==> src/sv/tqbp_pkg.sv <==
// Shared types, widths and the level function for the threshold quantizer.
// Used by the front, queue, back and top-level modules; depends on nothing.
package tqbp_pkg;

    localparam int VALUE_W     = 16;
    localparam int POL_W       = 4;
    localparam int LEVEL_W     = 2;
    localparam int GROUP_SIZE  = 32;
    localparam int PLANE_W     = 32;
    localparam int FILL_W      = $clog2(GROUP_SIZE);
    localparam int QUEUE_DEPTH = 2;
    localparam int QPTR_W      = $clog2(QUEUE_DEPTH);
    localparam int QCNT_W      = $clog2(QUEUE_DEPTH + 1);
    localparam int IN_FIELDS_W = 4 * VALUE_W + POL_W;
    localparam int IN_TDATA_W  = ((IN_FIELDS_W + 7) / 8) * 8;
    localparam int OUT_FIELDS_W = LEVEL_W + 2 * PLANE_W;
    localparam int OUT_TDATA_W = ((OUT_FIELDS_W + 7) / 8) * 8;

    localparam logic MODE_UNPACKED = 1'b0;
    localparam logic MODE_PACKED   = 1'b1;
    localparam logic MODE_RESET    = MODE_PACKED;

    localparam logic signed [POL_W-1:0] POL_ZERO  = POL_W'(0);
    localparam logic signed [POL_W-1:0] POL_UP    = POL_W'(1);
    localparam logic signed [POL_W-1:0] POL_CONST = POL_W'(2);
    localparam logic signed [POL_W-1:0] POL_SAT   = POL_W'(5);

    typedef logic signed [VALUE_W-1:0] value_t;
    typedef logic signed [POL_W-1:0]   pol_t;
    typedef logic [LEVEL_W-1:0]        level_t;
    typedef logic [PLANE_W-1:0]        plane_t;
    typedef logic [GROUP_SIZE-1:0]     accum_t;

    // One classified element as it travels from front to back.
    typedef struct packed {
        level_t level;
        logic   last;
    } q_item_t;

    // Map a sum and its channel thresholds to a 2-bit level.
    function automatic level_t quantize(
        input value_t sum_value,
        input value_t thr_low,
        input value_t thr_mid,
        input value_t thr_high,
        input pol_t   polarity
    );
        level_t cnt_ge;
        level_t cnt_gt;
        level_t lvl;
        cnt_ge = level_t'({1'b0, sum_value >= thr_low})
               + level_t'({1'b0, sum_value >= thr_mid})
               + level_t'({1'b0, sum_value >= thr_high});
        cnt_gt = level_t'({1'b0, sum_value > thr_low})
               + level_t'({1'b0, sum_value > thr_mid})
               + level_t'({1'b0, sum_value > thr_high});
        if (polarity >= POL_SAT) begin
            lvl = level_t'(3);
        end
        else if (polarity >= POL_CONST) begin
            lvl = polarity[LEVEL_W-1:0] - POL_CONST[LEVEL_W-1:0];
        end
        else if (polarity == POL_UP) begin
            lvl = cnt_ge;
        end
        else if (polarity < POL_ZERO) begin
            lvl = level_t'(3) - cnt_gt;
        end
        else begin
            lvl = level_t'(0);
        end
        return lvl;
    endfunction

    // Fit a group accumulator onto the output plane width.
    function automatic plane_t to_plane(input accum_t acc);
        plane_t p;
        for (int i = 0; i < PLANE_W; i++) begin
            p[i] = (i < GROUP_SIZE) ? acc[i % GROUP_SIZE] : 1'b0;
        end
        return p;
    endfunction

endpackage

==> src/sv/threshold_quantize_and_bitplane_pack_unit.sv <==
// Top level of the 2-bit threshold quantizer with bit-plane packing.
// Depends on tqbp_pkg, tqbp_front, tqbp_queue and tqbp_back.
//
// Each input transfer carries a signed sum, three thresholds and a polarity code and
// is mapped to a 2-bit level. With output_mode = 0 every input gives one output transfer
// holding the level (planes zero). With output_mode = 1 (the reset value) 32 consecutive
// levels are gathered into a low-bit and a high-bit plane word, element k in bit k; a
// group is sent when full or when tlast arrives, zero filled, with level zero. A partial
// group survives a switch to unpacked mode and resumes later. The unit accepts one item
// per clock, sustained, as long as the output side takes its results; an input transfer reaches
// the output through the front register, the two-entry queue and the output register.
// A stalled output keeps accepting items that complete no group; the queue gives the two
// sides room to stall on their own. Write cfg_we/cfg_wdata only while the unit is idle.
module threshold_quantize_and_bitplane_pack_unit (
    input  logic                             clk,
    input  logic                             rst_n,
    input  logic                             cfg_we,
    input  logic                             cfg_wdata,     // output_mode
    input  logic                             s_axis_tvalid,
    output logic                             s_axis_tready,
    // sum_value[15:0], thr_low[31:16], thr_mid[47:32], thr_high[63:48],
    // polarity[67:64], zero pad[71:68]
    input  logic [tqbp_pkg::IN_TDATA_W-1:0]  s_axis_tdata,
    input  logic                             s_axis_tlast,  // last_elem
    output logic                             m_axis_tvalid,
    input  logic                             m_axis_tready,
    // level[1:0], low_plane[33:2], high_plane[65:34], zero pad[71:66]
    output logic [tqbp_pkg::OUT_TDATA_W-1:0] m_axis_tdata,
    output logic                             m_axis_tlast   // last_out
);

    logic              mode_reg;
    logic              f_valid;
    tqbp_pkg::q_item_t f_item;
    logic              q_not_full;
    logic              q_not_empty;
    logic              q_pop;
    tqbp_pkg::q_item_t q_head;

    // Hold the output mode; it resets to packed.
    always_ff @(posedge clk or negedge rst_n)
    begin
        if (!rst_n) begin
            mode_reg <= tqbp_pkg::MODE_RESET;
        end
        else if (cfg_we) begin
            mode_reg <= cfg_wdata;
        end
    end

    // Classify: compare against the thresholds and register the level.
    tqbp_front u_front (
        .clk           (clk),
        .rst_n         (rst_n),
        .s_axis_tvalid (s_axis_tvalid),
        .s_axis_tready (s_axis_tready),
        .s_axis_tdata  (s_axis_tdata),
        .s_axis_tlast  (s_axis_tlast),
        .f_valid       (f_valid),
        .f_item        (f_item),
        .f_ready       (q_not_full)
    );

    // Decouple: advance the front item whenever the queue has room.
    tqbp_queue u_queue (
        .clk       (clk),
        .rst_n     (rst_n),
        .push      (f_valid && q_not_full),
        .push_item (f_item),
        .not_full  (q_not_full),
        .pop       (q_pop),
        .not_empty (q_not_empty),
        .head_item (q_head)
    );

    // Pack or pass through, and drive the master side.
    tqbp_back u_back (
        .clk           (clk),
        .rst_n         (rst_n),
        .output_mode   (mode_reg),
        .q_valid       (q_not_empty),
        .q_item        (q_head),
        .q_pop         (q_pop),
        .m_axis_tvalid (m_axis_tvalid),
        .m_axis_tready (m_axis_tready),
        .m_axis_tdata  (m_axis_tdata),
        .m_axis_tlast  (m_axis_tlast)
    );

endmodule

==> src/sv/tqbp_front.sv <==
// Front stage: accept input transfers, compute the 2-bit level, hold it for the queue.
// Depends on tqbp_pkg.
module tqbp_front (
    input  logic                            clk,
    input  logic                            rst_n,
    input  logic                            s_axis_tvalid,
    output logic                            s_axis_tready,
    input  logic [tqbp_pkg::IN_TDATA_W-1:0] s_axis_tdata,
    input  logic                            s_axis_tlast,
    output logic                            f_valid,
    output tqbp_pkg::q_item_t               f_item,
    input  logic                            f_ready
);

    logic                       front_valid_reg;
    logic                       front_valid_next;
    tqbp_pkg::q_item_t          item_reg;
    tqbp_pkg::level_t           level_in;
    logic                       accept;

    assign level_in = tqbp_pkg::quantize(
        tqbp_pkg::value_t'(s_axis_tdata[tqbp_pkg::VALUE_W-1:0]),
        tqbp_pkg::value_t'(s_axis_tdata[2*tqbp_pkg::VALUE_W-1:tqbp_pkg::VALUE_W]),
        tqbp_pkg::value_t'(s_axis_tdata[3*tqbp_pkg::VALUE_W-1:2*tqbp_pkg::VALUE_W]),
        tqbp_pkg::value_t'(s_axis_tdata[4*tqbp_pkg::VALUE_W-1:3*tqbp_pkg::VALUE_W]),
        tqbp_pkg::pol_t'(s_axis_tdata[tqbp_pkg::IN_FIELDS_W-1:4*tqbp_pkg::VALUE_W]));

    // Take a new item whenever the holding register is empty or drains this cycle.
    assign s_axis_tready = !front_valid_reg || f_ready;
    assign accept        = s_axis_tvalid && s_axis_tready;
    assign f_valid       = front_valid_reg;
    assign f_item        = item_reg;

    always_comb
    begin
        front_valid_next = front_valid_reg;
        if (accept) begin
            front_valid_next = 1'b1;
        end
        else if (f_ready) begin
            front_valid_next = 1'b0;
        end
    end

    always_ff @(posedge clk or negedge rst_n)
    begin
        if (!rst_n) begin
            front_valid_reg <= 1'b0;
        end
        else begin
            front_valid_reg <= front_valid_next;
        end
    end

    always_ff @(posedge clk)
    begin
        if (accept) begin
            item_reg.level <= level_in;
            item_reg.last  <= s_axis_tlast;
        end
    end

endmodule

==> src/sv/tqbp_queue.sv <==
// Short queue of classified items between front and back stages.
// Depends on tqbp_pkg.
module tqbp_queue (
    input  logic              clk,
    input  logic              rst_n,
    input  logic              push,
    input  tqbp_pkg::q_item_t push_item,
    output logic              not_full,
    input  logic              pop,
    output logic              not_empty,
    output tqbp_pkg::q_item_t head_item
);

    tqbp_pkg::q_item_t                slot_mem [tqbp_pkg::QUEUE_DEPTH];
    logic [tqbp_pkg::QPTR_W-1:0]      wr_ptr_reg;
    logic [tqbp_pkg::QPTR_W-1:0]      rd_ptr_reg;
    logic [tqbp_pkg::QCNT_W-1:0]      count_reg;
    logic [tqbp_pkg::QCNT_W-1:0]      count_next;

    assign not_full  = count_reg != tqbp_pkg::QCNT_W'(tqbp_pkg::QUEUE_DEPTH);
    assign not_empty = count_reg != '0;
    assign head_item = slot_mem[rd_ptr_reg];

    always_comb
    begin
        count_next = count_reg;
        if (push && !pop) begin
            count_next = count_reg + 1'b1;
        end
        else if (pop && !push) begin
            count_next = count_reg - 1'b1;
        end
    end

    always_ff @(posedge clk or negedge rst_n)
    begin
        if (!rst_n) begin
            wr_ptr_reg <= '0;
            rd_ptr_reg <= '0;
            count_reg  <= '0;
        end
        else begin
            count_reg <= count_next;
            if (push) begin
                wr_ptr_reg <= (wr_ptr_reg == tqbp_pkg::QPTR_W'(tqbp_pkg::QUEUE_DEPTH - 1))
                            ? '0 : wr_ptr_reg + 1'b1;
            end
            if (pop) begin
                rd_ptr_reg <= (rd_ptr_reg == tqbp_pkg::QPTR_W'(tqbp_pkg::QUEUE_DEPTH - 1))
                            ? '0 : rd_ptr_reg + 1'b1;
            end
        end
    end

    always_ff @(posedge clk)
    begin
        if (push) begin
            slot_mem[wr_ptr_reg] <= push_item;
        end
    end

    a_no_overflow: assert property (@(posedge clk) disable iff (!rst_n)
        push |-> (not_full || pop))
        else $error("queue written while full");

    a_no_underflow: assert property (@(posedge clk) disable iff (!rst_n)
        pop |-> not_empty)
        else $error("queue read while empty");

    a_count_grows: assert property (@(posedge clk) disable iff (!rst_n)
        (push && !pop) |=> count_reg == $past(count_reg) + 1'b1)
        else $error("queue count did not advance on write");

endmodule

==> src/sv/tqbp_back.sv <==
// Back stage: pack levels into bit planes or pass them through, drive the output register.
// Depends on tqbp_pkg.
module tqbp_back (
    input  logic                             clk,
    input  logic                             rst_n,
    input  logic                             output_mode,
    input  logic                             q_valid,
    input  tqbp_pkg::q_item_t                q_item,
    output logic                             q_pop,
    output logic                             m_axis_tvalid,
    input  logic                             m_axis_tready,
    output logic [tqbp_pkg::OUT_TDATA_W-1:0] m_axis_tdata,
    output logic                             m_axis_tlast
);

    tqbp_pkg::accum_t               low_acc_reg;
    tqbp_pkg::accum_t               high_acc_reg;
    tqbp_pkg::accum_t               low_acc_next;
    tqbp_pkg::accum_t               high_acc_next;
    logic [tqbp_pkg::FILL_W-1:0]    fill_reg;
    logic                           out_valid_reg;
    tqbp_pkg::level_t               level_reg;
    tqbp_pkg::plane_t               low_plane_reg;
    tqbp_pkg::plane_t               high_plane_reg;
    logic                           last_reg;
    logic                           packed_mode;
    logic                           emit;
    logic                           out_free;

    assign packed_mode = output_mode == tqbp_pkg::MODE_PACKED;
    assign emit        = !packed_mode || q_item.last
                      || fill_reg == tqbp_pkg::FILL_W'(tqbp_pkg::GROUP_SIZE - 1);
    assign out_free    = !out_valid_reg || m_axis_tready;
    // Absorb items that complete no group even while the output is stalled.
    assign q_pop       = q_valid && (!emit || out_free);

    assign low_acc_next  = low_acc_reg
                         | (tqbp_pkg::accum_t'(q_item.level[0]) << fill_reg);
    assign high_acc_next = high_acc_reg
                         | (tqbp_pkg::accum_t'(q_item.level[1]) << fill_reg);

    assign m_axis_tvalid = out_valid_reg;
    assign m_axis_tlast  = last_reg;
    assign m_axis_tdata  = tqbp_pkg::OUT_TDATA_W'({high_plane_reg, low_plane_reg, level_reg});

    always_ff @(posedge clk or negedge rst_n)
    begin
        if (!rst_n) begin
            out_valid_reg <= 1'b0;
            fill_reg      <= '0;
            low_acc_reg   <= '0;
            high_acc_reg  <= '0;
        end
        else begin
            if (out_free) begin
                out_valid_reg <= q_pop && emit;
            end
            if (q_pop && packed_mode) begin
                if (emit) begin
                    fill_reg     <= '0;
                    low_acc_reg  <= '0;
                    high_acc_reg <= '0;
                end
                else begin
                    fill_reg     <= fill_reg + 1'b1;
                    low_acc_reg  <= low_acc_next;
                    high_acc_reg <= high_acc_next;
                end
            end
        end
    end

    always_ff @(posedge clk)
    begin
        if (q_pop && emit) begin
            last_reg <= q_item.last;
            if (packed_mode) begin
                level_reg      <= '0;
                low_plane_reg  <= tqbp_pkg::to_plane(low_acc_next);
                high_plane_reg <= tqbp_pkg::to_plane(high_acc_next);
            end
            else begin
                level_reg      <= q_item.level;
                low_plane_reg  <= '0;
                high_plane_reg <= '0;
            end
        end
    end

    a_level_xor_planes: assert property (@(posedge clk) disable iff (!rst_n)
        (out_valid_reg && level_reg != '0) |-> (low_plane_reg == '0 && high_plane_reg == '0))
        else $error("result carries both a level and plane bits");

    a_unpacked_keeps_group: assert property (@(posedge clk) disable iff (!rst_n)
        (q_pop && !packed_mode) |=> (fill_reg == $past(fill_reg)
                                     && low_acc_reg == $past(low_acc_reg)))
        else $error("unpacked item disturbed the packing group");

    a_emit_has_room: assert property (@(posedge clk) disable iff (!rst_n)
        (q_pop && emit) |-> out_free)
        else $error("result written over an untaken result");

endmodule
==> config.mk <==
export PLATFORM = sky130hd
export DESIGN_NAME = threshold_quantize_and_bitplane_pack_unit
export DESIGN_NICKNAME = d
export VERILOG_FILES = /design/src/sv/tqbp_pkg.sv /design/src/sv/threshold_quantize_and_bitplane_pack_unit.sv /design/src/sv/tqbp_front.sv /design/src/sv/tqbp_queue.sv /design/src/sv/tqbp_back.sv
export SDC_FILE = /design/constraint.sdc
export NUM_CORES = 1
export LEC_CHECK = 0
export ABC_AREA = 1
export BUFFER_PORTS_ARGS = -buffer_cell sky130_fd_sc_hd__buf_4
export CAP_MARGIN = 15
export CORE_ASPECT_RATIO = 0.9
export CORE_MARGIN = 10
export CORE_UTILIZATION = 40
export CTS_CLUSTER_DIAMETER = 200
export CTS_CLUSTER_SIZE = 30
export DETAILED_ROUTE_END_ITERATION = 10
export GPL_TIMING_DRIVEN = 0
export PLACE_DENSITY = 0.65
export SKIP_LAST_GASP = 1
export SLEW_MARGIN = 40
export SYNTH_ARGS = -nofsm -noshare
export SYNTH_HDL_FRONTEND = slang
export SYNTH_SLANG_ARGS = --single-unit
==> constraint.sdc <==
create_clock -name clk -period 6.22 [get_ports clk]
set_input_delay 1.244 -clock clk [delete_from_list [all_inputs] [get_ports clk]]
set_output_delay 1.244 -clock clk [all_outputs]
set_load 0.01 [all_outputs]
# --- After elaboration in Yosys (flattened, before gate mapping) ---
# Memory sizes are Yosys's and may differ from the RTL's.
# Index checks and enable logic that the tools add are counted.
word_totals:
  mem_bits_rw: 6
  memories: 1
  inputBits: 79
  register_bits: 146
classes:
  bitwise_logic: 2
  shifts: 2
  n_eq_ne: 3
  mux: 14
  n_reduce_logical: 21
  order_cmp: 9
  addsub: 11
mem_list:
  columns: ["name", "depth", "width", "read_ports", "rd_clocked_by_memory_dff", "wr", "line", "rtl"]
  rows:
  - ["u_queue.slot_mem", 2, 3, 1, 0, 1, "tqbp_queue.sv:14", "tqbp_pkg::q_item_t slot_mem [tqbp_pkg::QUEUE_DEPTH];"]
ops:
  columns: ["cell", "n"]
  rows:
  - ["32-bit two-way mux", 2]
  - ["32-bit bitwise OR", 2]
  - ["1-bit by 5-bit left shift with 32-bit output", 2]
  - ["16-bit greater-or-equal comparator", 3]
  - ["16-bit greater-than comparator", 3]
  - ["2-bit two-way mux", 5]
  - ["1-bit logical AND", 7]
  - ["1-bit logical NOT", 6]
  - ["1-bit two-way mux", 6]
  - ["2-bit nonzero test", 3]
  - ["5-bit by 1-bit adder with 5-bit output, second input constant", 1]
  - ["5-bit equality test, second input constant", 1]
  - ["1-bit logical OR", 5]
  - ["5-bit two-way mux", 1]
  - ["1-bit by 1-bit adder with 2-bit output", 2]
  - ["2-bit by 1-bit adder with 2-bit output", 2]
  - ["4-bit by 2-bit equality test with 1-bit output, second input constant", 1]
  - ["4-bit by 3-bit greater-or-equal comparator with 1-bit output, second input constant", 1]
  - ["4-bit greater-or-equal comparator, second input constant", 1]
  - ["4-bit by 1-bit less-than comparator with 1-bit output, second input constant", 1]
  - ["1-bit adder, second input constant", 2]
  - ["2-bit by 1-bit adder with 2-bit output, second input constant", 1]
  - ["2-bit inequality test, second input constant", 1]
  - ["2-bit by 1-bit subtractor with 2-bit output, second input constant", 1]
  - ["2 further kinds", 2]

# --- Depth between registers and ports, before layout ---
# Gate-level depths: netlist (run 1).
depth:
  word_depth: 9
  ltp_mapped: 18
  ltp_nobuf: 18

# --- Cells and area by module ---
# From an unflattened synthesis (run 1), not the netlist that was laid out.
unflattened:
  hier_cells: 984
  hier_area_um2: 8294.2
modules_own_cells:
  columns: ["mod", "cells_per_inst", "instances", "seq_area_each_um2", "area_per_inst_um2"]
  rows:
  - ["tqbp_back", 691, 1, 3763.6, 6173.4]
  - ["tqbp_front", 252, 1, 115.1, 1651.6]
  - ["tqbp_queue", 34, 1, 280.3, 420.4]
  - ["threshold_quantize_and_bitplane_pack_unit", 7, 1, 26.3, 48.8]

# --- Least setup slack after synthesis (run 1) ---
# OpenSTA, ideal clock, no wires.
synth_timing:
  path_kind: "reg2reg"
  from: "register u_back.fill_reg[3] in the netlist's numbering"
  to: "register u_back.high_acc_reg[29]"
  synth_period_minus_slack_ps: 4968
  path_slack_ps: 1252
  arrival_time_ps: 4845
  setup_time_ps: 123
  n_path_buf: 2
  path_stages_with_launch: 14
  cell_sequence: "dfrtp_1 -> clkbuf_1 -> clkinv_1 -> clkbuf_1 -> nor2_1 -> ha_1 -> nor2_1 -> nand3_2 -> nand2_2 -> nand2_4 -> nor2_1 -> nand2_1 -> o21ai_0 -> nor2_1"
synth_between:
  elab_chain_len: 6
  word_cells_on_any_way: 9
  classes_between: "eq/ne (1); shift (1); mux (1); bitwise (1); reduce/logical (5)"
synth_rtl:
  columns: ["element", "line", "rtl"]
  rows:
  - ["start, declared", "tqbp_back.sv:20", "logic [tqbp_pkg::FILL_W-1:0] fill_reg;"]
  - ["start signal, assigned", "tqbp_back.sv:65", "fill_reg <= fill_reg + 1'b1;"]
  - ["5-bit equality test", "tqbp_back.sv:32", "|| fill_reg == tqbp_pkg::FILL_W'(tqbp_pkg::GROUP_SIZE - 1);"]
  - ["1-bit logical OR", "tqbp_back.sv:32", null]
  - ["1-bit logical NOT", "tqbp_back.sv:35", "assign q_pop = q_valid && (!emit || out_free);"]
  - ["1-bit logical OR", "tqbp_back.sv:35", null]
  - ["1-bit logical AND", "tqbp_back.sv:35", null]
  - ["1-bit logical AND", "tqbp_back.sv:58", "if (q_pop && packed_mode) begin"]
  - ["end signal, assigned", "tqbp_back.sv:67", "high_acc_reg <= high_acc_next;"]
  - ["end, declared", "tqbp_back.sv:17", "tqbp_pkg::accum_t high_acc_reg;"]
# Several ways; a longest one is shown, not always the timed one.
# A chain may end at the register's enable or synchronous reset.

# --- Worst setup path in the final report (run 1) ---
layout_timing:
  from: "register u_back.fill_reg[3] in the netlist's numbering"
  to: "register u_back.low_plane_reg[25], enable pin"
layout_between:
  elab_chain_len: 6
layout_rtl:
  columns: ["element", "line", "rtl"]
  rows:
  - ["5-bit equality test *", "tqbp_back.sv:32", null]
  - ["1-bit logical OR *", "tqbp_back.sv:32", null]
  - ["1-bit logical NOT", "tqbp_back.sv:35", null]
  - ["1-bit logical OR", "tqbp_back.sv:35", null]
  - ["1-bit logical AND", "tqbp_back.sv:35", null]
  - ["1-bit logical AND *", "tqbp_back.sv:75", "if (q_pop && emit) begin"]
  - ["end signal, assigned", "tqbp_back.sv:79", "low_plane_reg <= tqbp_pkg::to_plane(low_acc_next);"]
  - ["end, declared", "tqbp_back.sv:23", "tqbp_pkg::plane_t low_plane_reg;"]
# Every way passes the cells marked *; elsewhere a longest branch is shown, timed or not.

==> flow_summary.yaml, run 1 <==
outcome:
  status: "completed"
pwr:
  p_per_area_mw_per_mm2: 390.3
  cellLeakagePower_nw: 5.125
  ir_worst_vdd_mv: 0.2330
critical_path:
  cp.required_ns: 6.35
  cp_max_fo: 21
  rrSetupSlack_ns: 3.08
  cp.arrival_ns: 3.27
  reg2reg_depth: 12
  crit_chain: "clkbuf_1, clkinv_1, clkbuf_1, nor2_1, ha_1, nor2_1, nand3_2, nand2_2, nand2_4, nor2_4, buf_8, buf_8"
  r2r-start: "u_back.fill_reg[3]"
  r2r_end: "u_back.low_plane_reg[25]"
  crit_slowest_cell: "clkbuf_1"
  cp-start-kind: "flip-flop"
  crit_path_end_kind: "flip-flop"
  cp_slowest_stage_delay_ns: 0.45
  crit_type: "flip-flop to flip-flop"
route:
  drt_iter0_drc: 423
  vias_per_cell: 4.879
  vias: 6689
  totalWireLength_um: 20850
  route.detailed.drc: 0
  antenna_left: 0
  dr.pass1.iters: 5
  wl_per_cell_um: 15.21
clock_network:
  cts_made_buffers: 17
  htree_num_levels: 4
  cts_tree: "built"
  cts_setup_buffers: 0
  clk_pin_slew_worst_paths_ns: 0.06
  clock_sinks: 152
  cts_root_buf: "clkbuf_16"
  clockBufferDepth: 2
  ctsResizeCount: 0
  clk_latency_ns: 0.43
  hold_buffers: 0
hold_path:
  min_from: "u_front.f_item[1]"
  hold_path.class: "flip-flop to flip-flop"
  timing.hold.worst_path_depth: 0
  min_to: "u_queue.slot_mem[1][1]"
floorplan:
  fp-row-count: 49
  ioPinCount: 154
  fp.coreArea_mm2: 0.01999
  die_w_um: 170.2
  start_util: 0.4062
  die_h_um: 155.2
  die-area_mm2: 0.02640
grt:
  antenna_found_initial: 0
  gr-total-overflow: 0
  grt_pass1_vias: 6558
  grt_max_degree: 77
  grt.total_usage: 0.1593
  grt_pass1_wl_um: 33600
timing:
  clock.fmax_mhz: 318.4
  drv_slew: 0
  skew_ns: 0.009616
  rsz0062_at_grt: "false"
  finalSetupViolCount: 0
  min_period_ns: 3.141
  whs_ns: 0.4442
  slew_headroom: 0.5143
  worst_pin_slew_ns: 0.7285
  setup_tns_ns: 0
  layout_worst_path_cycle_share: 0.5049
  hold_viol: 0
synthesis:
  synth-seq-cells: 152
  synthesis.area_mm2: 0.008118
  synth_warnings: 0
  yosys-top-cells-area: "edfxtp_1, dfrtp_1, nand2_1, ha_1, nor2_1"
  avgSynthCellArea_um2: 8.701
  yosysTopAreaCell: "edfxtp_1"
  synth_mux_area_frac: 0
  synth_compound_area_frac: 0.1195
  synth_top_family_by_area: "simple AND/OR/NAND/NOR gates"
  synthSimpleGateAreaFrac: 0.1936
  synth_top_area_share: 0.2811
  synth_xor_area_frac: 0.003237
  yosysSeqAreaShare: 0.5156
  synth_fa_ha_area_frac: 0.08354
  synthCells: 933
  ys_types: 32
layout:
  final_common_cell: "nand2_1"
  nets: 1235
  final_cell_mix: "nand2_1, buf_4, nor2_1"
  drive_gt1_frac: 0.1989
  area_delta_synth_final_pct: 25.94
  diodes: 0
placement:
  port_buffers: 143
  dp_hpwl_um: 15820
  place_congestion: 0.8482
run:
  drv_cap: 0
[worst max-delay path: cells and delay by family (launching register included)]
family	cells	cell delay (ns)
and+or+nand+nor	6	1.01
adders and majority gates	1	0.21
buffers and inverters	5	1.25
DFF	1	0.35
[power by group]
group          switching [mW]  internal [mW]
sequential             0.0904           1.39
combinational           0.895          0.521
clock                   0.423          0.674
[routing by layer]
layer	up-vias	routed length (um)	GRT usage
met1	3116	9110	0.1950
met2	174	9884	0.2592
met5	-	0	0
met3	20	1572	0.05464
li1	3379	-	-
met4	0	284	0.04883
[final cells by class]
| class | count | area [um^2] |
|---|---|---|
| inverter | 122 | 457.9 |
| clock inverter | 14 | 196.4 |
| buffer | 44 | 225.2 |
| timing repair buffer | 146 | 1135 |
| clock buffer | 18 | 429.2 |
| fill | 1840 | 9763 |
| tap | 255 | 319.1 |
| multi-input combinational | 620 | 3276 |
| sequential | 152 | 4185 |
[logic make-up (layout without fill, tap and decap cells)]
group / count (synthesis) / in the layout
buf+inv: 166 / 344
flops: 152 / 152
other cells: 1 / 6
compound gates: 168 / 168
xor+xnor: 3 / 3
simple gates: 390 / 390
fa+ha+maj: 53 / 53
[per-stage QoR]
step                worst slack, ns  std cells  total power [mW]  cell area, um^2    util
detailed placement            2.688       1339             2.935             9598  0.4802
floorplan                     1.252        938             2.275             8137       -
global placement            -0.5900       1336             2.888             9529  0.4768
global route                  2.868       1371             4.220            10220  0.5115
finish                        3.080       1371             3.990            10220  0.5115
CTS                           3.105       1371             4.030            10220  0.5115
[cell usage after synthesis, drive strengths merged]
cell / count
buf: 19
nand3: 16
nand2: 240
clkbuf: 25
edfxtp: 76
o22ai: 1
nor3: 6
dfrtp: 75
conb: 1
clkinv: 1
o21bai: 32
o21ai: 14
a31oi: 32
inv: 121
a21o: 3
xor2: 2
xnor2: 1
nand4: 2
or2: 1
dfstp: 1
nor2: 125
ha: 51
fa: 2
a21oi: 86
[worst max path at each step]
stage	startpoint	to	slack, ns	cells past startpoint
floorplan	u_back.fill_reg[3]	u_back.high_acc_reg[29]	1.25	13
global placement	u_back.fill_reg[3]	u_back.high_acc_reg[29]	-0.59	13
detailed placement	s_axis_tdata[7]	u_front.f_item[1]	2.69	15
CTS	u_back.fill_reg[3]	u_back.low_plane_reg[25]	3.11	12
global route	u_back.fill_reg[3]	u_back.low_plane_reg[25]	2.87	12
finish	u_back.fill_reg[3]	u_back.low_plane_reg[25]	3.08	12
Note: power is estimated with default switching activity, not from simulation.
==> inputs of run 2 (changes only) <==
Settings changed: PLACE_DENSITY 0.65 to 0.67.
Clock period 6.22 ns to 2.6 ns, I/O delays scaled along.
==> run 2 against run 1 <==
Compared with the run above: core utilization rose by 0.063 points; via count grew 0.67%; clock power rose by 130%; hold slack worse by 0.33 ns; sequential power rose by 140%; clock skew about the same; first-iteration DRC count up 13%; combinational power increased by 140%; global-route usage increased by 0.50 points; sequential share of layout area about the same; critical endpoint is now u_back.high_plane_reg[5]; largest cell class unchanged.
==> flow_summary.yaml, run 2 (synthesized netlist as in run 1, its figures left out) <==
floorplan:
  die_h_um: 155.2
  die_w_um: 170.2
  start_util: 0.4062
  fp-row-count: 49
  ioPinCount: 154
  die-area_mm2: 0.02640
  fp.coreArea_mm2: 0.01999
timing:
  min_period_ns: 2.445
  setup_tns_ns: 0
  worst_pin_slew_ns: 0.7158
  skew_ns: 0.009923
  slew_headroom: 0.5228
  hold_viol: 0
  rsz0062_at_grt: "false"
  layout_worst_path_cycle_share: 0.9402
  finalSetupViolCount: 0
  clock.fmax_mhz: 409.1
  drv_slew: 0
placement:
  port_buffers: 143
  place_congestion: 0.8354
  dp_hpwl_um: 16030
  placed_area_mm2: 0.009625
grt:
  gr-total-overflow: 0
  grt_max_degree: 77
  antenna_found_initial: 0
  grt_pass1_wl_um: 34780
  grt_pass1_vias: 6834
  grt.total_usage: 0.1643
clock_network:
  clock_sinks: 152
  cts_tree: "built"
  clk_latency_ns: 0.43
  cts_made_buffers: 17
  ctsResizeCount: 0
  cts_root_buf: "clkbuf_16"
  cts_setup_buffers: 0
  clk_pin_slew_worst_paths_ns: 0.06
  clockBufferDepth: 2
  hold_buffers: 0
  htree_num_levels: 4
layout:
  diodes: 0
  nets: 1235
  final_common_cell: "nand2_1"
  final_cell_mix: "nand2_1, buf_4, nor2_1"
  final_area_mm2: 0.01024
  area_delta_synth_final_pct: 26.09
  drive_gt1_frac: 0.2034
critical_path:
  r2r-start: "u_back.fill_reg[0]"
  crit_path_end_kind: "flip-flop"
  r2r_end: "u_back.high_plane_reg[5]"
  rrSetupSlack_ns: 0.16
  crit_type: "flip-flop to flip-flop"
  reg2reg_depth: 11
  cp-endpoint: "u_back.high_plane_reg[5]"
  cp-start-kind: "flip-flop"
  crit_start: "u_back.fill_reg[0]"
  cp.arrival_ns: 2.57
  cp_max_fo: 23
  cp.required_ns: 2.72
run:
  drv_cap: 0
route:
  totalWireLength_um: 21190
  wl_per_cell_um: 15.46
  drt_iter0_drc: 476
  antenna_left: 0
  dr.pass1.iters: 5
  vias: 6734
  vias_per_cell: 4.912
  route.detailed.drc: 0
outcome:
  status: "completed"
pwr:
  ir_worst_vdd_mv: 0.5487
  p_per_area_mw_per_mm2: 931.1
  cellLeakagePower_nw: 5.120
hold_path:
  hold_path.class: "primary input to async pin"
-- run 2: cell types whose count changed in the layout (fill, tap and decap cells not counted), sizes merged --
cell,change
clkinvlp,+2
inv,-2
clkbuf,+1
clkinv,-1
-- run 2: where the power goes --
part	total [mW]	leakage (nW)	switching, mW	internal (mW)
sequential	3.55	1.80	0.227	3.32
combinational	3.41	3.04	2.17	1.24
clock	2.57	0.287	0.975	1.60
total	9.53	5.12	3.37	6.16
-- run 2: worst max-delay path, stage by stage (launching register included) --
cell     delay (ns)
dfrtp_1        0.42
ha_1           0.23
nand2_1        0.10
nor2_2         0.05
ha_2           0.15
nor2_1         0.14
nand3_2        0.10
nand2_2        0.09
nand2_4        0.08
nor2_4         0.28
buf_8          0.24
buf_8          0.22
-- run 2: how the worst min path moves through the flow --
stage / end
final: u_back.low_acc_reg[25]
after CTS: u_back.low_acc_reg[25]
after global routing: u_back.low_acc_reg[29]
after detailed placement: u_queue.slot_mem[1][1]
after floorplan: u_back.fill_reg[0]
after global placement: u_queue.slot_mem[1][1]
-- run 2: metrics by stage --
step | power (mW) | worst slack, ns | util | hold WS (ns) | cells
3_3_place_gp | 6.909 | -0.6883 | 0.4792 | 0.4257 | 1336
6_report | 9.531 | 0.1554 | 0.5121 | 0.1125 | 1371
3_5_place_dp | 7.043 | -0.1309 | 0.4816 | 0.4422 | 1339
5_1_grt | 10.11 | 0.03434 | 0.5121 | 0.1598 | 1371
4_1_cts | 9.625 | 0.1438 | 0.5121 | 0.1531 | 1371
2_1_floorplan | 5.441 | -0.06454 | - | 0.2244 | 938
-- run 2: cell type report --
cell class | instances | area [um^2]
Fill cell | 1884 | 9751
Sequential cell | 152 | 4185
Multi-Input combinational cell | 620 | 3283
Timing Repair Buffer | 146 | 1122
Inverter | 122 | 470.5
Clock buffer | 19 | 432.9
Tap cell | 255 | 319.1
Buffer | 44 | 245.2
Clock inverter | 13 | 177.7
-- run 2: metal layers --
layer / routed length, um / up-vias / track usage
met4: 254 / 0 / 0.04716
li1: - / 3366 / -
met5: 0 / - / 0
met2: 9917 / 236 / 0.2656
met3: 1860 / 22 / 0.05869
met1: 9158 / 3110 / 0.2024
